### src/hdl/rid_pkg.sv
`timescale 1ns / 1ps
// shared types, sizes and twiddle tables for the real input dft block
// no dependencies; every other file in hdl uses this package by scoped names
package rid_pkg;

	localparam int WIN_N    = 128;
	localparam int WIN_W    = $clog2(WIN_N);
	localparam int BINS     = WIN_N / 2;
	localparam int BIN_W    = 6;
	localparam int SMP_W    = 16;
	localparam int TW_W     = 16;
	localparam int PROD_W   = SMP_W + TW_W;
	localparam int ACC_W    = PROD_W + WIN_W + 1;
	localparam int RES_W    = 24;
	localparam int FRAC_W   = 15;
	localparam int WQ_DEPTH = 2;
	localparam int WQ_CNT_W = $clog2(WQ_DEPTH + 1);
	localparam int OQ_DEPTH = 4;
	localparam int OQ_PTR_W = $clog2(OQ_DEPTH);
	localparam int OQ_CNT_W = $clog2(OQ_DEPTH + 1);

	localparam int SERIES_TERMS = 12;

	typedef logic [63:0] u64_t;
	typedef logic signed [63:0] s64_t;
	typedef logic [WIN_N-1:0][TW_W-1:0] tw_tab_t;

	localparam u64_t Q31_ONE     = 64'd2147483648;
	localparam u64_t HALF_PI_Q31 = 64'd3373259426;

	// write request from the front into the window memory
	typedef struct packed {
		logic              en;
		logic              bank;
		logic [WIN_W-1:0]  addr;
		logic [SMP_W-1:0]  data;
	} wr_req_t;

	typedef struct packed {
		logic full;
		logic empty;
	} wq_stat_t;

	typedef struct packed {
		logic [BIN_W-1:0]        bin_index;
		logic signed [RES_W-1:0] real_part;
		logic signed [RES_W-1:0] imag_part;
		logic                    last_bin;
	} res_t;

	typedef enum logic [1:0] {
		BK_IDLE,
		BK_RUN,
		BK_DRAIN,
		BK_EMIT
	} back_state_t;

	// restoring long division, only evaluated while the twiddle tables are built
	function automatic u64_t udiv(input u64_t num, input u64_t den);
		u64_t quo;
		u64_t rem;
		quo = '0;
		rem = '0;
		for (int b = 63; b >= 0; b--) begin
			rem = {rem[62:0], num[b]};
			if (rem >= den) begin
				rem    = rem - den;
				quo[b] = 1'b1;
			end
		end
		return quo;
	endfunction

	// taylor series of sin or cos in unsigned q2.31, clamped to [0, 1]
	function automatic u64_t series(input u64_t a, input bit is_sin);
		u64_t x2;
		u64_t term;
		u64_t dv;
		s64_t sum;
		x2   = (a * a) >> 31;
		term = is_sin ? a : Q31_ONE;
		sum  = $signed(term);
		for (int i = 1; i <= SERIES_TERMS; i++) begin
			dv   = is_sin ? 64'((2 * i) * (2 * i + 1)) : 64'((2 * i - 1) * (2 * i));
			term = udiv((term * x2) >> 31, dv);
			if (i % 2 == 1) begin
				sum = sum - $signed(term);
			end else begin
				sum = sum + $signed(term);
			end
		end
		if (sum < 0) begin
			sum = '0;
		end
		if (sum > $signed(Q31_ONE)) begin
			sum = $signed(Q31_ONE);
		end
		return $unsigned(sum);
	endfunction

	function automatic int to_q15(input u64_t v);
		return int'((64'd32767 * v + (Q31_ONE >> 1)) >> 31);
	endfunction

	// cosine table, or negated sine table, evaluated at elaboration
	function automatic tw_tab_t build_tab(input bit is_sin);
		int unsigned q;
		int unsigned r;
		u64_t        a;
		int          c;
		int          s;
		int          cv;
		int          sv;
		tw_tab_t     tab;
		tab = '0;
		for (int m = 0; m < WIN_N; m++) begin
			q = (4 * m) / WIN_N;
			r = 4 * m - q * WIN_N;
			a = (HALF_PI_Q31 * 64'(r)) / 64'(WIN_N);
			c = to_q15(series(a, 1'b0));
			s = to_q15(series(a, 1'b1));
			// exact one half at thirty and sixty degrees
			if (3 * r == WIN_N) begin
				s = 16384;
			end
			if (3 * r == 2 * WIN_N) begin
				c = 16384;
			end
			case (q % 4)
				0: begin
					cv = c;
					sv = s;
				end
				1: begin
					cv = -s;
					sv = c;
				end
				2: begin
					cv = -c;
					sv = -s;
				end
				default: begin
					cv = s;
					sv = -c;
				end
			endcase
			tab[m] = is_sin ? TW_W'(-sv) : TW_W'(cv);
		end
		return tab;
	endfunction

	localparam tw_tab_t COS_TAB  = build_tab(1'b0);
	localparam tw_tab_t NSIN_TAB = build_tab(1'b1);

endpackage

### src/hdl/rid_front.sv
`timescale 1ns / 1ps
// front end: takes samples, keeps the fill count and the bank being filled
// depends on rid_pkg
module rid_front (
	input  logic                       clk,
	input  logic                       arst_n,
	input  logic                       push,
	input  logic                       full,
	input  logic signed [rid_pkg::SMP_W-1:0] sample,
	output rid_pkg::wr_req_t           wr,
	output logic                       win_done
);

	logic [rid_pkg::WIN_W-1:0] fill_q;
	logic                      bank_q;
	logic                      take;
	logic                      at_end;

	assign take     = push && !full;
	assign at_end   = (fill_q == rid_pkg::WIN_W'(rid_pkg::WIN_N - 1));
	assign win_done = take && at_end;

	assign wr.en   = take;
	assign wr.bank = bank_q;
	assign wr.addr = fill_q;
	assign wr.data = sample;

	always_ff @(posedge clk or negedge arst_n) begin
		if (!arst_n) begin
			fill_q <= '0;
			bank_q <= 1'b0;
		end else if (take) begin
			if (at_end) begin
				fill_q <= '0;
				bank_q <= ~bank_q;
			end else begin
				fill_q <= fill_q + 1'b1;
			end
		end
	end

endmodule

### config.mk
export PLATFORM = sky130hd
export DESIGN_NAME = rid_front
export DESIGN_NICKNAME = d
export VERILOG_FILES = /design/src/hdl/rid_pkg.sv /design/src/hdl/rid_front.sv
export SDC_FILE = /design/constraint.sdc
export NUM_CORES = 1
export LEC_CHECK = 0
export BUFFER_PORTS_ARGS = -buffer_cell sky130_fd_sc_hd__buf_2
export CAP_MARGIN = 30
export CORE_MARGIN = 2
export CORE_UTILIZATION = 36
export CTS_CLUSTER_DIAMETER = 30
export CTS_CLUSTER_SIZE = 14
export DETAILED_ROUTE_END_ITERATION = 7
export GPL_ROUTABILITY_DRIVEN = 0
export PLACE_DENSITY_LB_ADDON = 0.08
export SYNTH_ARGS = -nofsm -noshare
export SYNTH_HDL_FRONTEND = slang
export SYNTH_SLANG_ARGS = --single-unit
export TNS_END_PERCENT = 30
### constraint.sdc
create_clock -name clk -period 1.41 [get_ports clk]
set_input_delay 0.141 -clock clk [delete_from_list [all_inputs] [get_ports clk]]
set_output_delay 0.141 -clock clk [all_outputs]
set_load 0.05 [all_outputs]
==> metrics <==
initial antenna violation count 0; Starting Density 39.8%; Fin. Hold Viols 0; CTS Sinks 8; Post-Syn Area approximately 530 µm²; CP required roughly 1300 ps; Synth cell types 21; status finished clean; CTS tree yes; Least-Margin Pin Slew 399 ps; cell family with most CP delay flip-flops; drt pass-1 iters 5; Worst Hold Class in2async; Routed WL per cell 15.9 µm; drt initial violations 14; RSZ-0062 raised after global routing false; Vias 403; Achievable Freq 734 MHz; global route overflow 0; worst hold slack between 200 and 250 ps; peak supply drop approximately 0.00073 V; Syn Area/Cell 9.65 µm²; DRC 0; critical path, cell by cell ha_4, nand4_1, nor2_4, buf_8; Setup crit end kind primary output; Final Max Slew Viols 0; die area between 0.0015 and 0.002 mm²; Worst path slowest cell dfrtp_2; power density over cell area 1870 mW/mm²; global-route wire length before repair about 1900 µm; highest fanout seen on the critical path 2; fraction of the cycle the final worst path needs roughly 97%; I/O pin count 46; CTS buffer count 3; Post-Place Cells 67; max cap viols 0; yosys warns 0; fin crit period 1360 ps; Buffers & Inverters on Critical Path 1; proportion of layout cells with a drive suffix above 1 50.8%; Post-Layout Cell Count 74; clk root buf clkbuf_4; vias in the first global route 394; # fillers 123; Pleak roughly 0.28 nW; DIE WIDTH between 40 and 50 µm; fin util 44.6%; post-DP HPWL 921 µm; Area Growth Syn to Fin 12.0%; Mapped Cells between 50 and 60; largest net degree at the start of global routing 9; PnR worst setup slack 48.4 ps; Final nets 82; Routed Antenna Nets 0; skew final 4.53 ps; Overall Power 1.11 mW; FP Rows 13; slew margin rel. 73.3%; routed wire length around 1200 µm; H-Tree Depth 1; CP Class reg2out; r2r setup slk ~140 ps; Worst path max stage delay 390 ps; # setup viols final 0; Synth Net Count 76; WP data arrival 1220 ps; CTS clk-pin slew, worst paths 60 ps; CTS Buffer Depth 2; CP Launch Type flop; post-synthesis register bit count 8; sequential share of the synthesized area 37.7%; Buffers on Ports 13; All-Layer GR Usage roughly 14%; die height 42.4 µm; DR vias/cell 5.45; pre-CTS WS 75.5 ps; later-pin clock latency in the skew report 260 ps; Core ar. 0.00133 mm²; final antenna diode count 0
-- registers in the layout, indices dropped and copies added (netlist names) --
register and count:
fill_q 7, bank_q 1
-- worst paths after layout --
check | from | endpoint | cells after the start
worst min register to register | bank_q | bank_q | 1
worst max register to register | fill_q[1] | fill_q[0] | 5
max in group asynchronous | arst_n | fill_q[5] | 2
min in group clk | push | fill_q[5] | 3
worst max-delay path | fill_q[1] | win_done | 4
worst min-delay path | arst_n | bank_q | 2
-- power by group --
part	total [mW]	internal (mW)	switching, mW
combinational	0.523	0.155	0.368
clock	0.182	0.0979	0.0845
sequential	0.406	0.305	0.101
total	1.11	0.557	0.554
-- cell usage in the layout, fill, tap and decap left out, types with 2 or more instances in the layout --
| cell | count |
|---|---|
| clkbuf_4 | 3 |
| o21ai_0 | 2 |
| xnor2_1 | 3 |
| nand4_1 | 2 |
| buf_2 | 12 |
| inv_1 | 3 |
| dfrtp_2 | 5 |
| nand2_1 | 4 |
| buf_4 | 6 |
| o211ai_1 | 2 |
| dfrtp_1 | 3 |
-- per-stage QoR --
step	area [µm²]	setup TNS [ps]
CTS	581	0
finish	594	0
detailed placement	519	0
floorplan	553	-158
global route	594	0
global placement	519	0
-- final cells by class --
type,count,area (µm²),share of cell area (%)
flip-flops and latches,8,206,34.7
multi-input cells,25,205,34.5
repair buffers,20,130,21.9
clock buffers,3,22.5,3.79
well taps,15,18.8,3.16
inverters,3,11.3,1.89
-- worst reg2reg max path, stage by stage, from the launching register on --
cell	delay, ps
dfrtp_2	390
ha_4	140
nand4_1	140
buf_4	190
o211ai_1	170
o21ai_0	110
-- logic make-up after synthesis --
kind of cell               after synthesis  synth area share (%)
AOI/OAI and AO/OA                        9                  11.8
xor gates and xnor gates                 4                  6.60
adders and majority gates                1                  2.36
buffers and inverters                   22                  28.5
DFF                                      8                  37.7
and+or+nand+nor                         11                  13.0
-- layer usage --
metal  part of all wire (%)  global-route usage [%]
met5                      0                       0
met4                    1.5                    10.0
met3                     14                    8.19
met2                     46                    20.6
met1                     38                    14.7
-- repair_timing --
| action | CTS | global route |
|---|---|---|
| gates cloned | 0 | 0 |
| setup buffers | 3 | 0 |
| resized for setup | 2 | 3 |
| hold buffers | 1 | 0 |
| hold endpoints to repair | 8 | 0 |
| setup endpoints to repair | 1 | 1 |
| pin swaps | 3 | 1 |
-- cells in the mapped netlist --
master / number / share of area, %
inv_1: 3 / 2.1
a22oi_1: 1 / 1.4
nor2b_1: 1 / 1.2
nand4b_2: 1 / 2.8
and4b_1: 1 / 1.9
nand2_1: 4 / 2.8
o21ai_0: 2 / 1.9
o211ai_1: 2 / 2.8
clkbuf_2: 1 / 0.94
buf_4: 18 / 25
xnor2_1: 3 / 5.0
nor2_2: 1 / 1.2
o41ai_1: 1 / 1.7
nor2_1: 1 / 0.71
a41oi_1: 1 / 1.7
dfrtp_1: 8 / 38
o31ai_1: 1 / 1.4
nand4_1: 2 / 2.4
xor2_1: 1 / 1.7
a21oi_1: 1 / 0.94
ha_1: 1 / 2.4
No activity file was read; power rests on OpenSTA's default activity.
