--- config.mk ---
export PLATFORM = sky130hd
export DESIGN_NAME = rid_wq
export DESIGN_NICKNAME = d
export VERILOG_FILES = /design/src/hdl/rid_pkg.sv /design/src/hdl/rid_wq.sv
export SDC_FILE = /design/constraint.sdc
export NUM_CORES = 1
export LEC_CHECK = 0
export BUFFER_PORTS_ARGS = -buffer_cell sky130_fd_sc_hd__buf_4
export CAP_MARGIN = 20
export CORE_AREA = 2 2 39 41
export DETAILED_ROUTE_END_ITERATION = 8
export DIE_AREA = 0 0 41 43
export SLEW_MARGIN = 40
export SYNTH_ARGS = -nofsm -noshare
export SYNTH_HDL_FRONTEND = slang
export SYNTH_SLANG_ARGS = --single-unit
--- constraint.sdc ---
create_clock -name clk -period 1.91 [get_ports clk]
set_clock_uncertainty 0.05 [all_clocks]
set_input_delay 0.191 -clock clk [delete_from_list [all_inputs] [get_ports clk]]
set_output_delay 0.191 -clock clk [all_outputs]
set_load 0.01 [all_outputs]
--- src/hdl/rid_pkg.sv ---
`timescale 1ns / 1ps
// shared types, sizes and twiddle tables for the real input dft block
// no dependencies; every other file in hdl uses this package by scoped names
package rid_pkg;

	localparam int WIN_N    = 128;
	localparam int WIN_W    = $clog2(WIN_N);
	localparam int BINS     = WIN_N / 2;
	localparam int BIN_W    = 6;
	localparam int SMP_W    = 16;
	localparam int TW_W     = 16;
	localparam int PROD_W   = SMP_W + TW_W;
	localparam int ACC_W    = PROD_W + WIN_W + 1;
	localparam int RES_W    = 24;
	localparam int FRAC_W   = 15;
	localparam int WQ_DEPTH = 2;
	localparam int WQ_CNT_W = $clog2(WQ_DEPTH + 1);
	localparam int OQ_DEPTH = 4;
	localparam int OQ_PTR_W = $clog2(OQ_DEPTH);
	localparam int OQ_CNT_W = $clog2(OQ_DEPTH + 1);

	localparam int SERIES_TERMS = 12;

	typedef logic [63:0] u64_t;
	typedef logic signed [63:0] s64_t;
	typedef logic [WIN_N-1:0][TW_W-1:0] tw_tab_t;

	localparam u64_t Q31_ONE     = 64'd2147483648;
	localparam u64_t HALF_PI_Q31 = 64'd3373259426;

	// write request from the front into the window memory
	typedef struct packed {
		logic              en;
		logic              bank;
		logic [WIN_W-1:0]  addr;
		logic [SMP_W-1:0]  data;
	} wr_req_t;

	typedef struct packed {
		logic full;
		logic empty;
	} wq_stat_t;

	typedef struct packed {
		logic [BIN_W-1:0]        bin_index;
		logic signed [RES_W-1:0] real_part;
		logic signed [RES_W-1:0] imag_part;
		logic                    last_bin;
	} res_t;

	typedef enum logic [1:0] {
		BK_IDLE,
		BK_RUN,
		BK_DRAIN,
		BK_EMIT
	} back_state_t;

	// restoring long division, only evaluated while the twiddle tables are built
	function automatic u64_t udiv(input u64_t num, input u64_t den);
		u64_t quo;
		u64_t rem;
		quo = '0;
		rem = '0;
		for (int b = 63; b >= 0; b--) begin
			rem = {rem[62:0], num[b]};
			if (rem >= den) begin
				rem    = rem - den;
				quo[b] = 1'b1;
			end
		end
		return quo;
	endfunction

	// taylor series of sin or cos in unsigned q2.31, clamped to [0, 1]
	function automatic u64_t series(input u64_t a, input bit is_sin);
		u64_t x2;
		u64_t term;
		u64_t dv;
		s64_t sum;
		x2   = (a * a) >> 31;
		term = is_sin ? a : Q31_ONE;
		sum  = $signed(term);
		for (int i = 1; i <= SERIES_TERMS; i++) begin
			dv   = is_sin ? 64'((2 * i) * (2 * i + 1)) : 64'((2 * i - 1) * (2 * i));
			term = udiv((term * x2) >> 31, dv);
			if (i % 2 == 1) begin
				sum = sum - $signed(term);
			end else begin
				sum = sum + $signed(term);
			end
		end
		if (sum < 0) begin
			sum = '0;
		end
		if (sum > $signed(Q31_ONE)) begin
			sum = $signed(Q31_ONE);
		end
		return $unsigned(sum);
	endfunction

	function automatic int to_q15(input u64_t v);
		return int'((64'd32767 * v + (Q31_ONE >> 1)) >> 31);
	endfunction

	// cosine table, or negated sine table, evaluated at elaboration
	function automatic tw_tab_t build_tab(input bit is_sin);
		int unsigned q;
		int unsigned r;
		u64_t        a;
		int          c;
		int          s;
		int          cv;
		int          sv;
		tw_tab_t     tab;
		tab = '0;
		for (int m = 0; m < WIN_N; m++) begin
			q = (4 * m) / WIN_N;
			r = 4 * m - q * WIN_N;
			a = (HALF_PI_Q31 * 64'(r)) / 64'(WIN_N);
			c = to_q15(series(a, 1'b0));
			s = to_q15(series(a, 1'b1));
			// exact one half at thirty and sixty degrees
			if (3 * r == WIN_N) begin
				s = 16384;
			end
			if (3 * r == 2 * WIN_N) begin
				c = 16384;
			end
			case (q % 4)
				0: begin
					cv = c;
					sv = s;
				end
				1: begin
					cv = -s;
					sv = c;
				end
				2: begin
					cv = -c;
					sv = -s;
				end
				default: begin
					cv = s;
					sv = -c;
				end
			endcase
			tab[m] = is_sin ? TW_W'(-sv) : TW_W'(cv);
		end
		return tab;
	endfunction

	localparam tw_tab_t COS_TAB  = build_tab(1'b0);
	localparam tw_tab_t NSIN_TAB = build_tab(1'b1);

endpackage

--- src/hdl/rid_wq.sv ---
`timescale 1ns / 1ps
// queue of full window banks between the front and the back
// depends on rid_pkg
module rid_wq (
	input  logic              clk,
	input  logic              arst_n,
	input  logic              win_push,
	input  logic              win_pop,
	output rid_pkg::wq_stat_t stat
);

	logic [rid_pkg::WQ_CNT_W-1:0] cnt_q;

	assign stat.full  = (cnt_q == rid_pkg::WQ_CNT_W'(rid_pkg::WQ_DEPTH));
	assign stat.empty = (cnt_q == '0);

	always_ff @(posedge clk or negedge arst_n) begin
		if (!arst_n) begin
			cnt_q <= '0;
		end else if (win_push && !win_pop) begin
			cnt_q <= cnt_q + 1'b1;
		end else if (win_pop && !win_push) begin
			cnt_q <= cnt_q - 1'b1;
		end
	end

endmodule

==> metrics.yaml, run 1 <==
grt_overflow: 0
irDropWorstVdd_mv: 0.288
top_regs: "cnt_q x2"
final_common_cell: "buf_4"
slew_viol_final: 0
setup_viol: 0
ys_types: 7
postSynthAreaPerCell_um2: 10.9
cts_resized: 0
outcome: "completed"
first_pass_iters: 2
required_ps: 1670
finalCriticalPeriod_ps: 1230
drc: 0
ys_ff_latch: 2
power.total_mw: 0.287
dp.cells: 31
cp_max_fo: 4
synth-simple-area-share: 0.149
power_density_nw_per_um2: 1440
synth_nets: 15
io_pins: 6
antenna_left: 0
rows: 14
area_delta_synth_final_pct: 82.8
htree_levels: 1
fp.dieW_um: 41
num_antenna_cells: 0
max_freq_mhz: 816
fin_tns_setup_ps: 0
start_util: 0.0787
largest_reg_flops: 2
dp_hpwl_um: 155
cts_tree: "built"
seq_area_frac_synth: 0.460
cts_buffers: 3
min_path_type: "in -> async"
grt_max_degree: 5
wire_per_inst_um: 6.09
die_y_um: 43
p_leak_nw: 0.100
synth_xor_area_frac: 0.241
synth_largest_area_cell: "dfrtp_1"
top_register: "cnt_q"
post-cts-setup-buffer-count: 0
drv_cap: 0
drt_iter0_drc: 1
finalWirelength_um: 213
critPathKind: "reg -> out"
ys_top_cells_by_area: "dfrtp_1, xor2_1, ha_1"
critPathArrivalTime_ps: 980
tightest_slew_ps: 152
synth-compound-area-share: 0
drive_above_1_share: 0.474
mostFrequentLayoutCells: "buf_4, clkbuf_4, nor2_1, xor2_1, dfrtp_1"
synthMuxAreaShare: 0
cts_root_buf: "clkbuf_4"
antenna_found_initial: 0
endpoint_kind: "output pin"
insertion_delay_ps: 220
grt_pass1_vias: 110
cts_sinks: 2
clkTransAtPathRegs_ps: 30
die-area_um2: 1760
synthCells: 10
port_buffers: 5
syn_area_um2: 109
yosysTopAreaCellShare: 0.460
yosysWarnings: 0
rsz0062_at_grt: "no"
synthAdderAreaFrac: 0.115
grt_util_all_layers: 0.0371
grt_pass1_wl_um: 358
finalCritPeriodShare: 0.642
worst_setup_path_start_kind: "register"
viasPerCell: 2.46
clock_path_buffers: 2
fin_nets: 26
hold_violations: 0
slew_headroom: 0.899
fp.coreArea_um2: 1380
via_count: 86
gp_congestion: 0.526
synth_top_family_by_area: "XOR/XNOR gates"
whs_ps: 249
fin_cells: 35
[critical path, stage by stage, from the launching register on]
cell     delay, ps
dfrtp_1        400
and2b_2        230
buf_4          140
[metrics by stage]
stage                     utilization  instance area, µm²  worst slack (ps)
after floorplan                     -                 109               990
after global placement          0.120                 166               896
after detailed placement        0.120                 166               869
after CTS                       0.144                 199               668
after global routing            0.144                 199               630
final                           0.144                 199               685
[synth_stat cells]
cell,instances
and2b_2,1
dfrtp_1,2
ha_1,1
inv_1,1
nor2_1,2
xnor2_1,1
xor2_1,2
[repair_timing]
action | 4_1_cts | 5_1_grt
hold endpoints to repair | 2 | 0
endpoints found under the setup margin | 0 | 0
hold buffers | 1 | 0
[kinds of logic (layout without fill, tap and decap cells)]
| family | Yosys count | in the layout |
|---|---|---|
| simple gates | 3 | 3 |
| xor+xnor | 3 | 3 |
| buf+inv | 1 | 10 |
| flops | 2 | 2 |
| fa+ha+maj | 1 | 1 |
[worst paths after layout]
check	cells past startpoint	to	slack [ps]	from
hold reg to reg	1	cnt_q[1]	450	cnt_q[1]
max in group asynchronous	2	cnt_q[0]	1470	arst_n
min in group clk	3	cnt_q[0]	270	win_push
setup reg to reg	3	cnt_q[1]	940	cnt_q[0]
hold / removal	2	cnt_q[1]	250	arst_n
setup / recovery	2	stat[1]	680	cnt_q[0]
[routing by layer]
layer | wire [µm] | global-route usage | vias up
li1 | - | - | 49
met1 | 93 | 0.0322 | 31
met2 | 75 | 0.0375 | 6
met3 | 43 | 0.0314 | 0
met4 | 0 | 0.0600 | 0
met5 | 0 | 0 | -
[report_power, final]
group	internal (mW)	switching [mW]
registers	0.0656	0.0245
logic	0.0649	0.0398
clock network	0.0692	0.0226
total	0.200	0.0869
[final cells by class]
cell class,count,area [µm²]
clock buffers,3,22.5
fillers,162,1180
inverters,1,3.75
multi-input cells,7,55.1
flip-flops and latches,2,50.0
well taps,16,20.0
repair buffers,6,47.5
No activity file was read; power rests on OpenSTA's default activity.
==> inputs of run 2 (changes only) <==
Clock period 1.91 ns to 1.1 ns, I/O delays scaled along.
==> run 2 against run 1 <==
Against the previous run: via count grew 12%; critical path type unchanged; clock-buffer cell count stayed put; largest cell class is now non-clock buffers; clock power increased by 74%; sequential power is 56% higher; largest power group unchanged; flip-flop and latch count unchanged; register-to-register slack got worse by 910 ps; critical endpoint unchanged.
==> metrics.yaml, run 2 (synthesis gave the netlist of run 1 again) <==
outcome: "completed"
startpoint: "cnt_q[1]"
hold_violations: 0
finalCritPeriodShare: 0.978
drive_above_1_share: 0.524
fin_cells: 37
cts_root_buf: "clkbuf_4"
wl_met2_um: 83
num_antenna_cells: 0
design_area_um2: 218
grt_pass1_vias: 83
viasPerCell: 2.59
antenna_found_initial: 0
fp.coreArea_um2: 1380
wl_met1_um: 118
wire_per_inst_um: 6.76
mostFrequentLayoutCells: "buf_4, clkbuf_4, nor2_1, xor2_1, dfrtp_1"
rr_startpoint: "cnt_q[0]"
drv_cap: 0
finalWirelength_um: 250
slew_viol_final: 0
preCtsSetupSlack_ps: 102
path_buf_inv: 1
first_pass_iters: 1
rsz0062_at_grt: "yes"
gp_congestion: 0.537
cts_sinks: 2
critPathArrivalTime_ps: 920
p_clk_frac: 0.281
start_util: 0.0787
port_buffers: 5
clkTransAtPathRegs_ps: 30
fin_ws_ps: 24.0
cts_buffers: 3
drc: 0
fin_nets: 28
max_freq_mhz: 929
io_pins: 6
critPathKind: "reg -> out"
dp.cells: 31
drt_iter0_drc: 0
rows: 14
htree_levels: 1
path_cells: "and2b_2 > buf_6"
pwr-share-comb: 0.471
antenna_left: 0
whs_ps: 168
p_sw_frac: 0.290
top_layer: "met4"
min_path_type: "in -> async"
cp_top_family: "flip-flops"
power_density_nw_per_um2: 2610
die_y_um: 43
setup_viol: 0
dpl_cell_area_um2: 166
die-area_um2: 1760
cp_max_fo: 3
tightest_slew_ps: 123
area_delta_synth_final_pct: 100
grt_pass1_wl_um: 345
cts_tree: "built"
required_ps: 940
slew_headroom: 0.918
top_register: "cnt_q"
seqPwrFrac: 0.248
power.total_mw: 0.567
clock_path_buffers: 2
fp.dieW_um: 41
fin_tns_setup_ps: 0
p_int_mw: 0.403
met3WireLength_um: 39
top_regs: "cnt_q x2"
slowest_stage: "dfrtp_1"
grt_max_degree: 4
endpoint_kind: "output pin"
irDropWorstVdd_mv: 0.397
worst_setup_path_start_kind: "register"
finalCriticalPeriod_ps: 1080
grt_overflow: 0
final_common_cell: "buf_4"
largest_reg_flops: 2
p_switching_mw: 0.164
via_count: 96
insertion_delay_ps: 220
max_stage_delay_ps: 380
final_util: 0.157
p_leak_nw: 0.111
grt_util_all_layers: 0.0412
[run 2: changes by cell type in the layout (fill, tap and decap cells not counted), sizes merged]
cell,change
buf,+2
[run 2: what timing repair did]
action | in CTS | in global routing
pin swaps | 0 | 1
resized for setup | 0 | 1
setup buffers | 2 | 0
endpoints found under the setup margin | 1 | 2
hold buffers | 1 | 0
hold endpoints to repair | 2 | 0
[run 2: path summary, 6_finish.rpt]
check	to	slack [ps]	depth (start not counted)
max reg2reg	cnt_q[1]	30	4
min reg2reg	cnt_q[1]	510	2
max	stat[1]	20	2
min in group clk	cnt_q[0]	190	3
max in group asynchronous	cnt_q[0]	740	2
min	cnt_q[1]	170	2
[run 2: layout make-up]
| class | count | area [µm²] |
|---|---|---|
| fill | 162 | 1170 |
| inverter | 1 | 3.75 |
| clock buffer | 3 | 22.5 |
| multi-input combinational | 7 | 55.1 |
| sequential | 2 | 50.0 |
| timing repair buffer | 8 | 66.3 |
| tap | 16 | 20.0 |
[run 2: layer usage]
metal | vias to the layer above | GRT usage
met3 | 2 | 0.0471
met2 | 6 | 0.0219
met4 | 0 | 0.0800
met5 | - | 0
met1 | 36 | 0.0418
li1 | 52 | -
[run 2: power by group through the flow]
stage | combinational, mW | clock [mW] | sequential, mW
finish | 0.267 | 0.160 | 0.141
detailed placement | 0.183 | 0 | 0.157
floorplan | 0.109 | 0 | 0.147
CTS | 0.257 | 0.173 | 0.139
global placement | 0.186 | 0 | 0.149
global route | 0.289 | 0.183 | 0.145
==> inputs of run 3 (changes only) <==
Settings changed: PLACE_DENSITY from default to 0.3.
==> run 3 against run 2 <==
Against the previous run: die area is the same; wire length up 4.0%; worst setup slack better by 5.1 ps; final cell count stayed put; non-clock buffer count did not move; critical path depth did not move; fmax increased by 0.47%; via count increased by 13%; sequential power down 3%; first-iteration DRC count unchanged; design area is the same; largest cell class unchanged; combinational power rose by 3%.
==> metrics.yaml, run 3 (synthesis gave the netlist of run 1 again) <==
antenna_left: 0
antenna_found_initial: 0
setup_viol: 0
dpl_cell_area_um2: 166
final_util: 0.157
top_regs: "cnt_q x2"
drv_cap: 0
first_pass_iters: 1
slew_viol_final: 0
mostFrequentLayoutCells: "buf_4, clkbuf_4, nor2_1, xor2_1, dfrtp_1"
grt_pass1_wl_um: 365
min_path_type: "in -> async"
endpoint_kind: "output pin"
cts_buffers: 3
worst_setup_path_start_kind: "register"
fin_tns_setup_ps: 0
htree_levels: 1
insertion_delay_ps: 220
grt_util_all_layers: 0.0422
slew_headroom: 0.911
drt_iter0_drc: 0
timing.rr.end: "cnt_q[1]"
power.total_mw: 0.574
power_density_nw_per_um2: 2630
fp.dieW_um: 41
finalCriticalPeriod_ps: 1070
design_area_um2: 218
critPathKind: "reg -> out"
outcome: "completed"
irDropWorstVdd_mv: 0.420
gp_congestion: 0.525
grt_overflow: 0
viasPerCell: 2.92
fp.coreArea_um2: 1380
critPathArrivalTime_ps: 910
cp_max_fo: 3
top_register: "cnt_q"
clkTransAtPathRegs_ps: 30
p_leak_nw: 0.111
tightest_slew_ps: 132
final_common_cell: "buf_4"
worst-r2r-setup-slack_ps: 40
wire_per_inst_um: 7.03
dp.cells: 31
area_delta_synth_final_pct: 100
rows: 14
cts_tree: "built"
finalWirelength_um: 260
endpoint: "stat[1]"
via_count: 108
rr_startpoint: "cnt_q[0]"
max_freq_mhz: 934
hold_violations: 0
finalCritPeriodShare: 0.974
largest_reg_flops: 2
fin_nets: 28
die_y_um: 43
start_util: 0.0787
port_buffers: 5
ff2ff_path_depth: 4
cts_sinks: 2
clock_path_buffers: 2
drive_above_1_share: 0.524
drc: 0
grt_max_degree: 4
required_ps: 940
cts_root_buf: "clkbuf_4"
grt_pass1_vias: 103
rsz0062_at_grt: "yes"
startpoint: "cnt_q[1]"
fin_cells: 37
io_pins: 6
num_antenna_cells: 0
die-area_um2: 1760
==> run 3: cell counts in the layout (fill, tap and decap cells not counted) <==
Identical to the previous run, type by type.
==> run 3: timing repair <==
item | CTS | global route
buffers inserted | 2 | 0
cloned | 0 | 0
hold buffers | 1 | 0
hold endpoints to repair | 2 | 0
resized for setup | 0 | 1
setup endpoints to repair | 1 | 2
==> run 3: stage by stage <==
step	setup slack, ps	hold slack (ps)
2_1_floorplan	180	-236
3_3_place_gp	156	-157
3_5_place_dp	128	-156
4_1_cts	7.84	162
5_1_grt	-14.2	176
6_report	29.1	162
==> run 3: metal layers <==
metal	global-route usage	up-vias	wire length [µm]
li1	-	52	-
met1	0.0354	44	102
met3	0.0471	4	42
met5	0	-	0
met4	0.0800	0	23
met2	0.0313	8	91
==> run 3: where the power goes <==
group	internal, mW	switching, mW	leakage (nW)
clock	0.120	0.0424	0.0138
combinational	0.169	0.105	0.0735
sequential	0.114	0.0231	0.0233
total	0.403	0.170	0.111
==> run 3: layout make-up <==
cell class	instances	area (µm²)
clock buffer	3	22.5
inverter	1	3.75
tap	16	20.0
multi-input combinational	7	55.1
fill	157	1170
timing repair buffer	8	66.3
sequential	2	50.0
==> run 3: how the worst min path moves through the flow <==
| stage | start | to | cells past startpoint |
|---|---|---|---|
| after floorplan | arst_n | cnt_q[0] | 0 |
| after global placement | arst_n | cnt_q[1] | 1 |
| after detailed placement | arst_n | cnt_q[1] | 1 |
| after CTS | arst_n | cnt_q[1] | 2 |
| after global routing | arst_n | cnt_q[0] | 2 |
| final | arst_n | cnt_q[1] | 2 |
==> run 3: worst max-delay path: stages, from the launching register on <==
cell and delay [ps]:
dfrtp_1 370, and2b_2 200, buf_6 110
