--- src/hdl/rid_pkg.sv ---
`timescale 1ns / 1ps
// shared types, sizes and twiddle tables for the real input dft block
// no dependencies; every other file in hdl uses this package by scoped names
package rid_pkg;

	localparam int WIN_N    = 128;
	localparam int WIN_W    = $clog2(WIN_N);
	localparam int BINS     = WIN_N / 2;
	localparam int BIN_W    = 6;
	localparam int SMP_W    = 16;
	localparam int TW_W     = 16;
	localparam int PROD_W   = SMP_W + TW_W;
	localparam int ACC_W    = PROD_W + WIN_W + 1;
	localparam int RES_W    = 24;
	localparam int FRAC_W   = 15;
	localparam int WQ_DEPTH = 2;
	localparam int WQ_CNT_W = $clog2(WQ_DEPTH + 1);
	localparam int OQ_DEPTH = 4;
	localparam int OQ_PTR_W = $clog2(OQ_DEPTH);
	localparam int OQ_CNT_W = $clog2(OQ_DEPTH + 1);

	localparam int SERIES_TERMS = 12;

	typedef logic [63:0] u64_t;
	typedef logic signed [63:0] s64_t;
	typedef logic [WIN_N-1:0][TW_W-1:0] tw_tab_t;

	localparam u64_t Q31_ONE     = 64'd2147483648;
	localparam u64_t HALF_PI_Q31 = 64'd3373259426;

	// write request from the front into the window memory
	typedef struct packed {
		logic              en;
		logic              bank;
		logic [WIN_W-1:0]  addr;
		logic [SMP_W-1:0]  data;
	} wr_req_t;

	typedef struct packed {
		logic full;
		logic empty;
	} wq_stat_t;

	typedef struct packed {
		logic [BIN_W-1:0]        bin_index;
		logic signed [RES_W-1:0] real_part;
		logic signed [RES_W-1:0] imag_part;
		logic                    last_bin;
	} res_t;

	typedef enum logic [1:0] {
		BK_IDLE,
		BK_RUN,
		BK_DRAIN,
		BK_EMIT
	} back_state_t;

	// restoring long division, only evaluated while the twiddle tables are built
	function automatic u64_t udiv(input u64_t num, input u64_t den);
		u64_t quo;
		u64_t rem;
		quo = '0;
		rem = '0;
		for (int b = 63; b >= 0; b--) begin
			rem = {rem[62:0], num[b]};
			if (rem >= den) begin
				rem    = rem - den;
				quo[b] = 1'b1;
			end
		end
		return quo;
	endfunction

	// taylor series of sin or cos in unsigned q2.31, clamped to [0, 1]
	function automatic u64_t series(input u64_t a, input bit is_sin);
		u64_t x2;
		u64_t term;
		u64_t dv;
		s64_t sum;
		x2   = (a * a) >> 31;
		term = is_sin ? a : Q31_ONE;
		sum  = $signed(term);
		for (int i = 1; i <= SERIES_TERMS; i++) begin
			dv   = is_sin ? 64'((2 * i) * (2 * i + 1)) : 64'((2 * i - 1) * (2 * i));
			term = udiv((term * x2) >> 31, dv);
			if (i % 2 == 1) begin
				sum = sum - $signed(term);
			end else begin
				sum = sum + $signed(term);
			end
		end
		if (sum < 0) begin
			sum = '0;
		end
		if (sum > $signed(Q31_ONE)) begin
			sum = $signed(Q31_ONE);
		end
		return $unsigned(sum);
	endfunction

	function automatic int to_q15(input u64_t v);
		return int'((64'd32767 * v + (Q31_ONE >> 1)) >> 31);
	endfunction

	// cosine table, or negated sine table, evaluated at elaboration
	function automatic tw_tab_t build_tab(input bit is_sin);
		int unsigned q;
		int unsigned r;
		u64_t        a;
		int          c;
		int          s;
		int          cv;
		int          sv;
		tw_tab_t     tab;
		tab = '0;
		for (int m = 0; m < WIN_N; m++) begin
			q = (4 * m) / WIN_N;
			r = 4 * m - q * WIN_N;
			a = (HALF_PI_Q31 * 64'(r)) / 64'(WIN_N);
			c = to_q15(series(a, 1'b0));
			s = to_q15(series(a, 1'b1));
			// exact one half at thirty and sixty degrees
			if (3 * r == WIN_N) begin
				s = 16384;
			end
			if (3 * r == 2 * WIN_N) begin
				c = 16384;
			end
			case (q % 4)
				0: begin
					cv = c;
					sv = s;
				end
				1: begin
					cv = -s;
					sv = c;
				end
				2: begin
					cv = -c;
					sv = -s;
				end
				default: begin
					cv = s;
					sv = -c;
				end
			endcase
			tab[m] = is_sin ? TW_W'(-sv) : TW_W'(cv);
		end
		return tab;
	endfunction

	localparam tw_tab_t COS_TAB  = build_tab(1'b0);
	localparam tw_tab_t NSIN_TAB = build_tab(1'b1);

endpackage

--- src/hdl/rid_outq.sv ---
`timescale 1ns / 1ps
// small result queue that decouples the back end from the result consumer
// depends on rid_pkg
module rid_outq (
	input  logic          clk,
	input  logic          arst_n,
	input  logic          res_push,
	input  rid_pkg::res_t res_in,
	input  logic          pop,
	output logic          oq_full,
	output logic          empty,
	output rid_pkg::res_t head
);

	rid_pkg::res_t mem_q [rid_pkg::OQ_DEPTH];

	logic [rid_pkg::OQ_PTR_W-1:0] wr_ptr_q;
	logic [rid_pkg::OQ_PTR_W-1:0] rd_ptr_q;
	logic [rid_pkg::OQ_CNT_W-1:0] cnt_q;
	logic                         do_push;
	logic                         do_pop;

	assign oq_full = (cnt_q == rid_pkg::OQ_CNT_W'(rid_pkg::OQ_DEPTH));
	assign empty   = (cnt_q == '0);
	assign do_push = res_push && !oq_full;
	assign do_pop  = pop && !empty;
	assign head    = mem_q[rd_ptr_q];

	always_ff @(posedge clk) begin
		if (do_push) begin
			mem_q[wr_ptr_q] <= res_in;
		end
	end

	always_ff @(posedge clk or negedge arst_n) begin
		if (!arst_n) begin
			wr_ptr_q <= '0;
			rd_ptr_q <= '0;
			cnt_q    <= '0;
		end else begin
			if (do_push) begin
				wr_ptr_q <= wr_ptr_q + 1'b1;
			end
			if (do_pop) begin
				rd_ptr_q <= rd_ptr_q + 1'b1;
			end
			if (do_push && !do_pop) begin
				cnt_q <= cnt_q + 1'b1;
			end else if (do_pop && !do_push) begin
				cnt_q <= cnt_q - 1'b1;
			end
		end
	end

endmodule

--- config.mk ---
export PLATFORM = sky130hd
export DESIGN_NAME = rid_outq
export DESIGN_NICKNAME = d
export VERILOG_FILES = /design/src/hdl/rid_pkg.sv /design/src/hdl/rid_outq.sv
export SDC_FILE = /design/constraint.sdc
export NUM_CORES = 1
export LEC_CHECK = 0
export BUFFER_PORTS_ARGS = -buffer_cell sky130_fd_sc_hd__clkbuf_2
export CAP_MARGIN = 10
export CORE_UTILIZATION = 30
export CTS_CLUSTER_DIAMETER = 40
export DETAILED_ROUTE_END_ITERATION = 8
export RECOVER_POWER = 100
export REMOVE_ABC_BUFFERS = 1
export SLEW_MARGIN = 20
export SYNTH_ARGS = -nofsm -noshare
export SYNTH_HDL_FRONTEND = slang
export SYNTH_SLANG_ARGS = --single-unit
--- constraint.sdc ---
create_clock -name clk -period 2.9 [get_ports clk]
set_input_delay 0.29 -clock clk [delete_from_list [all_inputs] [get_ports clk]]
set_output_delay 0.29 -clock clk [all_outputs]
set_load 0.02 [all_outputs]
==> impl_metrics.tcl, run 1 <==
set metrics [dict create \
    timing.hold.worst_path_depth 3 \
    ant_nets 0 \
    p_per_area_nw_per_um2 1066 \
    first_pass_grt_wire_length_um 25590 \
    post_synth_instance_area_um2 8349 \
    worstSetupStartpointType "flop" \
    drt_first_iter_violations 234 \
    drt-vias-per-instance 4.377 \
    fin_total_pwr_mw 11.57 \
    initial_core_util_pct 30.81 \
    final.min_clock_period_ps 2553 \
    synth_top_cells_by_area "edfxtp_1 79%, mux4_2 15%, dfrtp_1 2.1%" \
    std_cell_rows 60 \
    hold_end "rd_ptr_q[1]" \
    fmax_ghz 0.3917 \
    timing.hold.worst.start "pop" \
    critPathRequiredTime_ps 3090 \
    numCtsBuffers 30 \
    globalplace.congestion 0.7299 \
    globalRouteOverflowTotal 0 \
    chipHeight_um 168.8 \
    finalClockSkew_ps 7.988 \
    place_inst 804 \
    detailedRoute.firstPassIterationCount 4 \
    setup.reg_to_reg.worst_slack_ps 350 \
    antenna_cells_inserted 0 \
    post_cts_resized 0 \
    report.final.setup_viol 0 \
    portBuffers 115 \
    clock_latency_at_the_later_pin_of_the_worst_skew_pair_ps 540 \
    route.final.wire_length_um 16700 \
    cp_data_arrival_time_ps 2740 \
    crit_type "flop to flop" \
    overall_die_area_um2 28500 \
    timing.setup.tns_ps 0 \
    floorplan.io_pins 116 \
    vias 3996 \
    final_cell_mix "220 x edfxtp_1, 112 x clkbuf_1, 56 x dlygate4sd3_1" \
    post_route_cells_drive_above_1_share_pct 23.11 \
    cts_tree "done" \
    ctsHtreeMaxLevel 1 \
    setup.worst_path.end_class "flop" \
    fin_hold_ws_ps 30.91 \
    cts_root_buffer "clkbuf_16" \
    vdd.ir_drop.worst_mv 0.5469 \
    rr_startpoint "cnt_q[2]" \
    grt_setup_unrepaired "no" \
    worst_r2r_endpoint "mem_q[0][39]" \
    die_w_um 168.8 \
    worst_slew_margin_rel_pct 40.86 \
    max-clock-path-buffers 3 \
    cts.clk_slew.worst_paths_ps 50 \
    globalRouteTotalUtil_pct 12.01 \
    drc 0 \
    avgSynthCellArea_um2 25.85 \
    min_period_over_period_pct 88.03 \
    pin_count_of_the_biggest_net_entering_global_routing 57 \
    timing.hold.worst.class "input pin to flop" \
    antenna_violations_before_repair 0 \
    path_max_fanout 26 \
    post_cts.repair.setup_buffers 0 \
    routed_wire_length_per_instance_um 18.29 \
    fin_nets 585 \
    syn2layout_area_growth_pct 30.00 \
    place_hpwl_um 10540 \
    floorplan.core_area_um2 27100 \
    clock_sinks 227 \
    synthCells 323 \
    synth.ff_latch_count 227 \
    yosysUniqueCellTypes 20 \
    power.leakage_nw 3.493 \
    synth.yosys.seq_area_share_pct 81.22 \
    layout.cells.most_common "edfxtp_1" \
    fin_cells 913 \
    maxSlewViolCount 0 \
    finalCoreUtilization_pct 40.05 \
    ys.warnings.count 0 \
    synth_area_leader_cell "edfxtp_1" \
    tightestPinTransition_ps 887.1 \
    result_of_the_run "completed" \
    synthDominantCellAreaShare_pct 79.12 \
    reg2regPathDepth 4 \
    final_hold_viol_count 0 \
    first_global_vias 4447 \
    max-cap-violations 0 \
]
-- synthesized netlist by cell type --
| master | count |
|---|---|
| inv_1 | 4 |
| mux2_2 | 2 |
| nand3_1 | 1 |
| and2_1 | 4 |
| buf_4 | 2 |
| buf_6 | 4 |
| dfrtp_1 | 7 |
| mux4_2 | 55 |
| xor2_1 | 2 |
| nor3b_2 | 1 |
| edfxtp_1 | 220 |
| ha_1 | 5 |
| nor2b_1 | 1 |
| or3_1 | 1 |
| fa_1 | 1 |
| buf_2 | 6 |
| xnor2_1 | 4 |
| nor2_1 | 1 |
| nand2_1 | 1 |
| clkbuf_1 | 1 |
-- routing by layer --
| layer | GRT usage [%] | vias to the layer above | share of wire [%] |
|---|---|---|---|
| met5 | 0 | - | 0 |
| li1 | - | 1782 | - |
| met3 | 3.390 | 29 | 7.2 |
| met4 | 3.202 | 0 | 1.6 |
| met1 | 15.33 | 2069 | 42 |
| met2 | 20.07 | 116 | 49 |
-- layout make-up --
class	count	area, um2
sequential	227	6789
clock inverter	21	236.5
multi-input combinational	79	1459
inverter	4	15.01
timing repair buffer	178	1110
tap	372	465.4
fill	2461	16250
clock buffer	32	779.5
-- worst max path at each step --
stage / startpoint / end / slack [ps]
3_3_place_gp: cnt_q[2] / cnt_q[2] / 740
4_1_cts: rd_ptr_q[0] / head[19] / 290
5_1_grt: cnt_q[2] / mem_q[0][26] / 150
3_5_place_dp: cnt_q[2] / cnt_q[2] / 540
2_1_floorplan: rd_ptr_q[0] / head[0] / -380
6_report: cnt_q[2] / mem_q[0][39] / 350
-- repair_timing --
action / 4_1_cts / 5_1_grt
endpoints found under the setup margin: 0 / 0
hold buffers: 56 / 0
hold endpoints to repair: 226 / 0
-- cell families (layout without fill, tap and decap cells) --
logic type / count (synthesis) / in the layout / share of synthesized area, %
simple gates: 10 / 10 / 0.7492
fa+ha+maj: 6 / 6 / 0.9891
mux: 57 / 57 / 15.11
xor+xnor: 6 / 6 / 0.6294
flops: 227 / 227 / 81.22
buf+inv: 17 / 235 / 1.304
-- metrics by stage --
| stage | setup WS (ps) | cell area, um2 |
|---|---|---|
| 6_report | 347.2 | 10850 |
| 4_1_cts | 291.5 | 11010 |
| 3_5_place_dp | 542.1 | 9429 |
| 3_3_place_gp | 744.7 | 9429 |
| 2_1_floorplan | -384.4 | 8255 |
| 5_1_grt | 149.2 | 10850 |
-- worst max-delay path: stages, from the launching register on --
cell	delay (ps)
dfrtp_1	400
nor3b_1	170
nor2b_1	420
and2_2	710
clkbuf_2	490
-- registers in the layout, summed over array words and instances, names as in the netlist --
signal    count
mem_q       220
cnt_q         3
rd_ptr_q      2
wr_ptr_q      2
-- where the power goes --
| part | switching, mW | total (mW) | internal [mW] | leakage, nW |
|---|---|---|---|---|
| sequential | 0.402 | 4.75 | 4.35 | 2.10 |
| clock | 1.40 | 3.65 | 2.25 | 0.492 |
| combinational | 1.87 | 3.17 | 1.30 | 0.907 |
| total | 3.67 | 11.6 | 7.89 | 3.49 |
No activity file was read; power rests on OpenSTA's default activity.
==> run 2, diff against run 1 <==
--- a/config.mk
+++ b/config.mk
@@ -8,8 +8,10 @@
 export BUFFER_PORTS_ARGS = -buffer_cell sky130_fd_sc_hd__clkbuf_2
 export CAP_MARGIN = 10
 export CORE_UTILIZATION = 30
+export CTS_BUF_LIST = sky130_fd_sc_hd__clkbuf_8
 export CTS_CLUSTER_DIAMETER = 40
 export DETAILED_ROUTE_END_ITERATION = 8
+export HOLD_SLACK_MARGIN = 0.12
 export RECOVER_POWER = 100
 export REMOVE_ABC_BUFFERS = 1
 export SLEW_MARGIN = 20
==> constraint.sdc (replaced) <==
create_clock -name clk -period 2.9 [get_ports clk]
set_input_delay 0 -clock clk [delete_from_list [all_inputs] [get_ports clk]]
set_output_delay 0 -clock clk [all_outputs]
set_load 0.02 [all_outputs]
==> run 2 against run 1 <==
  * Critical path depth fell by 2
  * Via count fell by 0.58%
  * Combinational power barely moved
  * Sequential cell count did not move
==> impl_metrics.tcl, run 2 (synthesis gave the netlist of run 1 again) <==
set metrics [dict create \
    layout.filler_cells 2492 \
    overall_die_area_um2 28500 \
    worst_slew_margin_rel_pct 3.165 \
    cts.clk_slew.worst_paths_ps 60 \
    timing.hold.worst_path_depth 2 \
    floorplan.core_area_um2 27100 \
    setup_slack_at_placement_ps 584.0 \
    rr_startpoint "cnt_q[2]" \
    setup.worst_path.end_class "output port" \
    largest_reg_flops 220 \
    pin_count_of_the_biggest_net_entering_global_routing 57 \
    drt_first_iter_violations 217 \
    chipHeight_um 168.8 \
    drt-vias-per-instance 4.277 \
    clock_sinks 227 \
    path_max_fanout 56 \
    post_route_cells_drive_above_1_share_pct 26.13 \
    first_global_vias 4506 \
    setup.reg_to_reg.worst_slack_ps 500 \
    timing.hold.worst.start "res_in[22]" \
    cp_data_arrival_time_ps 2540 \
    critPathRequiredTime_ps 2900 \
    max-cap-violations 0 \
    globalRouteTotalUtil_pct 11.72 \
    reg2regPathDepth 4 \
    die_w_um 168.8 \
    fin_nets 595 \
    cts_root_buffer "clkbuf_8" \
    place_hpwl_um 10220 \
    hold_end "mem_q[3][22]" \
    ant_nets 0 \
    portBuffers 115 \
    final_cell_mix "220 x edfxtp_1, 88 x clkbuf_1, 59 x dlygate4sd3_1" \
    syn2layout_area_growth_pct 27.86 \
    worst_r2r_endpoint "mem_q[3][1]" \
    detailedRoute.firstPassIterationCount 4 \
    fin_hold_ws_ps 298.7 \
    p_per_area_nw_per_um2 1012 \
    numCtsBuffers 37 \
    finalCoreUtilization_pct 39.39 \
    globalRouteOverflowTotal 0 \
    route.final.wire_length_um 16280 \
    postPlaceCellArea_um2 9429 \
    cts-hold-fix-buffers 59 \
    final.min_clock_period_ps 2544 \
    maxSlewViolCount 0 \
    power.leakage_nw 3.511 \
    fin_cells 929 \
    fmax_ghz 0.3931 \
    floorplan.io_pins 116 \
    layout.cells.most_common "edfxtp_1" \
    vdd.ir_drop.worst_mv 0.4320 \
    grt_setup_unrepaired "no" \
    post_cts_resized 0 \
    cts_tree "done" \
    min_period_over_period_pct 87.72 \
    std_cell_rows 60 \
    final_critical_path_setup_slack_ps 356.1 \
    first_pass_grt_wire_length_um 24940 \
    antenna_violations_before_repair 2 \
    post_cts.repair.setup_buffers 0 \
    timing.hold.worst.class "input pin to flop" \
    final_cell_area_excluding_filler_cells_um2 10680 \
    final_hold_viol_count 0 \
    result_of_the_run "completed" \
    report.final.setup_viol 0 \
    largest_registers "mem_q x220, cnt_q x3" \
    globalplace.congestion 0.7392 \
    ctsHtreeMaxLevel 2 \
    clock_latency_at_the_later_pin_of_the_worst_skew_pair_ps 500 \
    max-clock-path-buffers 3 \
    place_inst 804 \
    crit_type "flop to output port" \
    initial_core_util_pct 30.81 \
    tightestPinTransition_ps 1453 \
    timing.setup.tns_ps 0 \
    vias 3973 \
    worstSetupStartpointType "flop" \
    routed_wire_length_per_instance_um 17.52 \
    drc 0 \
    finalClockSkew_ps 13.72 \
    register_bank_with_the_most_flops "mem_q" \
    fin_total_pwr_mw 10.81 \
]
[run 2: cell count changes in the layout (fill, tap and decap cells not counted), moves of 7 or more]
cell,change
clkbuf_8,+39
clkbuf_16,-31
clkbuf_1,-24
clkbuf_2,+22
inv_1,+11
inv_6,-7
[run 2: area by class of cell]
cell class                 instances  area, um2  share of cell area [%]
timing repair buffer             181       1171                   10.97
clock buffer                      39      536.8                   5.028
inverter                           4      15.01                  0.1406
sequential                       227       6787                   63.57
antenna                            2      5.005                 0.04688
tap                              372      465.4                   4.360
clock inverter                    25      236.5                   2.215
multi-input combinational         79       1459                   13.67
[run 2: how the worst max path moves through the flow]
stage               slack [ps]  endpoint        start  depth (start not counted)
global placement           730  cnt_q[2]     cnt_q[2]                          8
global route               180  head[20]  rd_ptr_q[1]                          2
CTS                        420  head[34]  rd_ptr_q[0]                          3
floorplan                  -90   head[0]  rd_ptr_q[0]                          1
detailed placement         580  cnt_q[2]     cnt_q[2]                          8
finish                     360  head[20]  rd_ptr_q[1]                          2
[run 2: critical path, stage by stage (launching register included)]
cell and delay (ps):
dfrtp_2 1340, mux4_2 440, clkbuf_1 250
[run 2: per-layer routing]
metal / wire length, um / share of wire [%] / global-route usage (%)
met1: 6945 / 43 / 14.59
met2: 8001 / 49 / 19.49
met3: 1077 / 6.6 / 3.671
met4: 255 / 1.6 / 3.676
met5: 0 / 0 / 0
[run 2: report_power, final]
| group | internal (mW) | total, mW | leakage, nW | switching (mW) |
|---|---|---|---|---|
| Combinational | 1.37 | 3.17 | 0.986 | 1.81 |
| Sequential | 4.34 | 4.78 | 2.09 | 0.437 |
| Clock | 1.69 | 2.85 | 0.430 | 1.16 |
| Total | 7.40 | 10.8 | 3.51 | 3.41 |
==> run 3, diff against run 2 <==
--- a/config.mk
+++ b/config.mk
@@ -7,6 +7,7 @@
 export LEC_CHECK = 0
 export BUFFER_PORTS_ARGS = -buffer_cell sky130_fd_sc_hd__clkbuf_2
 export CAP_MARGIN = 10
+export CORE_MARGIN = 2
 export CORE_UTILIZATION = 30
 export CTS_BUF_LIST = sky130_fd_sc_hd__clkbuf_8
 export CTS_CLUSTER_DIAMETER = 40
==> run 3 against run 2 <==
  * Sequential share of layout area rose by 0.66 points
  * Final cell count rose by 0.75%
  * Via count rose by 1.2%
  * Utilization fell by 1.2 points
  * Largest power group unchanged
  * Power fell by 2.9%
  * Global-route usage fell by 0.15 points
  * Critical path depth did not move
  * Register-to-register slack got worse by 160 ps
  * Highest routed layer is now met5
  * Setup slack got worse by 36 ps
  * Clock skew fell by 2.6 ps
  * Die area rose by 2.4%
  * Sequential cell count did not move
==> impl_metrics.tcl, run 3 (synthesis gave the netlist of run 1 again) <==
set metrics [dict create \
    result_of_the_run "completed" \
    finalClockSkew_ps 11.08 \
    path_max_fanout 56 \
    grt_setup_unrepaired "no" \
    globalRouteOverflowTotal 0 \
    die_w_um 170.8 \
    timing.setup.tns_ps 0 \
    crit_path_max_incr_delay_ps 1300 \
    overall_die_area_um2 29180 \
    numCtsBuffers 37 \
    reg2regPathDepth 4 \
    clock_latency_at_the_later_pin_of_the_worst_skew_pair_ps 500 \
    vias 4019 \
    final_cell_mix "220 x edfxtp_1, 110 x clkbuf_1, 59 x dlygate4sd3_1" \
    min_period_over_period_pct 88.97 \
    cts.clk_slew.worst_paths_ps 60 \
    first_global_vias 4492 \
    initial_core_util_pct 30.22 \
    path_delay_family "flip-flops" \
    fmax_ghz 0.3876 \
    critPathRequiredTime_ps 2900 \
    largest_reg_flops 220 \
    antenna_cells_inserted 0 \
    place_hpwl_um 10590 \
    detailedRoute.firstPassIterationCount 5 \
    floorplan.core_area_um2 27630 \
    cts_root_buffer "clkbuf_8" \
    ant_nets 0 \
    report.final.setup_viol 0 \
    pin_count_of_the_biggest_net_entering_global_routing 57 \
    worstPathCellList "mux4_2, clkbuf_1" \
    register_bank_with_the_most_flops "mem_q" \
    drt_first_iter_violations 254 \
    portBuffers 115 \
    cp_data_arrival_time_ps 2580 \
    power.leakage_nw 3.405 \
    postPlaceCellArea_um2 9427 \
    final_hold_viol_count 0 \
    cts_tree "done" \
    setup_slack_at_placement_ps 659.8 \
    tightestPinTransition_ps 1433 \
    chipHeight_um 170.8 \
    crit_path_buffers_inverters 1 \
    cts-hold-fix-buffers 59 \
    setup.worst_path.end_class "output port" \
    rr_startpoint "cnt_q[2]" \
    final.min_clock_period_ps 2580 \
    route.final.wire_length_um 16750 \
    drc 0 \
    p_per_area_nw_per_um2 993.5 \
    drt-vias-per-instance 4.294 \
    layout.cells.most_common "edfxtp_1" \
    post_cts_resized 0 \
    ctsHtreeMaxLevel 2 \
    crit_slowest_cell "dfrtp_2" \
    antenna_violations_before_repair 1 \
    worstSetupStartpointType "flop" \
    max-cap-violations 0 \
    floorplan.io_pins 116 \
    final_cell_area_excluding_filler_cells_um2 10570 \
    layout.filler_cells 2593 \
    globalRouteTotalUtil_pct 11.57 \
    maxSlewViolCount 0 \
    timing.hold.worst_path_depth 2 \
    setup.reg_to_reg.worst_slack_ps 340 \
    clock_sinks 227 \
    max-clock-path-buffers 3 \
    syn2layout_area_growth_pct 26.54 \
    crit_type "flop to output port" \
    worst_r2r_endpoint "mem_q[2][25]" \
    std_cell_rows 61 \
    post_cts.repair.setup_buffers 0 \
    post_route_cells_drive_above_1_share_pct 22.94 \
    first_pass_grt_wire_length_um 25120 \
    finalCoreUtilization_pct 38.24 \
    fin_nets 597 \
    routed_wire_length_per_instance_um 17.90 \
    final_critical_path_setup_slack_ps 320.0 \
    vdd.ir_drop.worst_mv 0.4616 \
    timing.hold.worst.class "input pin to flop" \
    timing.hold.worst.start "res_in[9]" \
    largest_registers "mem_q x220, cnt_q x3" \
    hold_end "mem_q[0][9]" \
    globalplace.congestion 0.6886 \
    worst_slew_margin_rel_pct 4.458 \
]
[run 3: routing by layer]
metal	GRT usage [%]	wire length, um	up-vias
met5	0	16	-
li1	-	-	1796
met4	3.611	266	2
met2	19.79	8378	121
met3	3.400	1019	29
met1	14.20	7073	2071
[run 3: worst max path at each step]
| stage | end | slack [ps] | cells after the start | from |
|---|---|---|---|---|
| after floorplan | head[0] | -90 | 1 | rd_ptr_q[0] |
| after global placement | cnt_q[2] | 780 | 8 | cnt_q[2] |
| after detailed placement | mem_q[2][26] | 660 | 4 | cnt_q[2] |
| after CTS | head[4] | 320 | 3 | rd_ptr_q[0] |
| after global routing | head[3] | 130 | 2 | rd_ptr_q[1] |
| final | head[3] | 320 | 2 | rd_ptr_q[1] |
[run 3: through the flow]
step | power (mW) | instances | hold WS (ps)
after floorplan | 6.902 | 310 | -295.6
after global placement | 8.088 | 812 | -154.4
after detailed placement | 8.166 | 812 | -143.9
after CTS | 10.88 | 936 | 224.4
after global routing | 11.05 | 936 | 304.2
final | 10.50 | 936 | 313.1
[run 3: worst reg2reg max path, delay by kind of cell (launching register included)]
kind / cells / cell delay, ps
buf+inv: 1 / 430
flops: 1 / 400
simple gates: 3 / 1390
[run 3: cell type report]
| class | instances | area [um2] | share of cell area (%) |
|---|---|---|---|
| Clock inverter | 26 | 168.9 | 1.599 |
| Sequential cell | 227 | 6787 | 64.24 |
| Inverter | 4 | 15.01 | 0.1421 |
| Timing Repair Buffer | 183 | 1126 | 10.66 |
| Multi-Input combinational cell | 79 | 1459 | 13.81 |
| Clock buffer | 39 | 536.8 | 5.081 |
| Tap cell | 378 | 473.0 | 4.477 |
[run 3: report_power, final]
part | leakage, nW | internal [mW] | switching (mW) | total, mW
combinational | 0.922 | 1.29 | 1.82 | 3.10
sequential | 2.09 | 4.34 | 0.441 | 4.79
clock | 0.389 | 1.43 | 1.18 | 2.61
total | 3.41 | 7.06 | 3.44 | 10.5
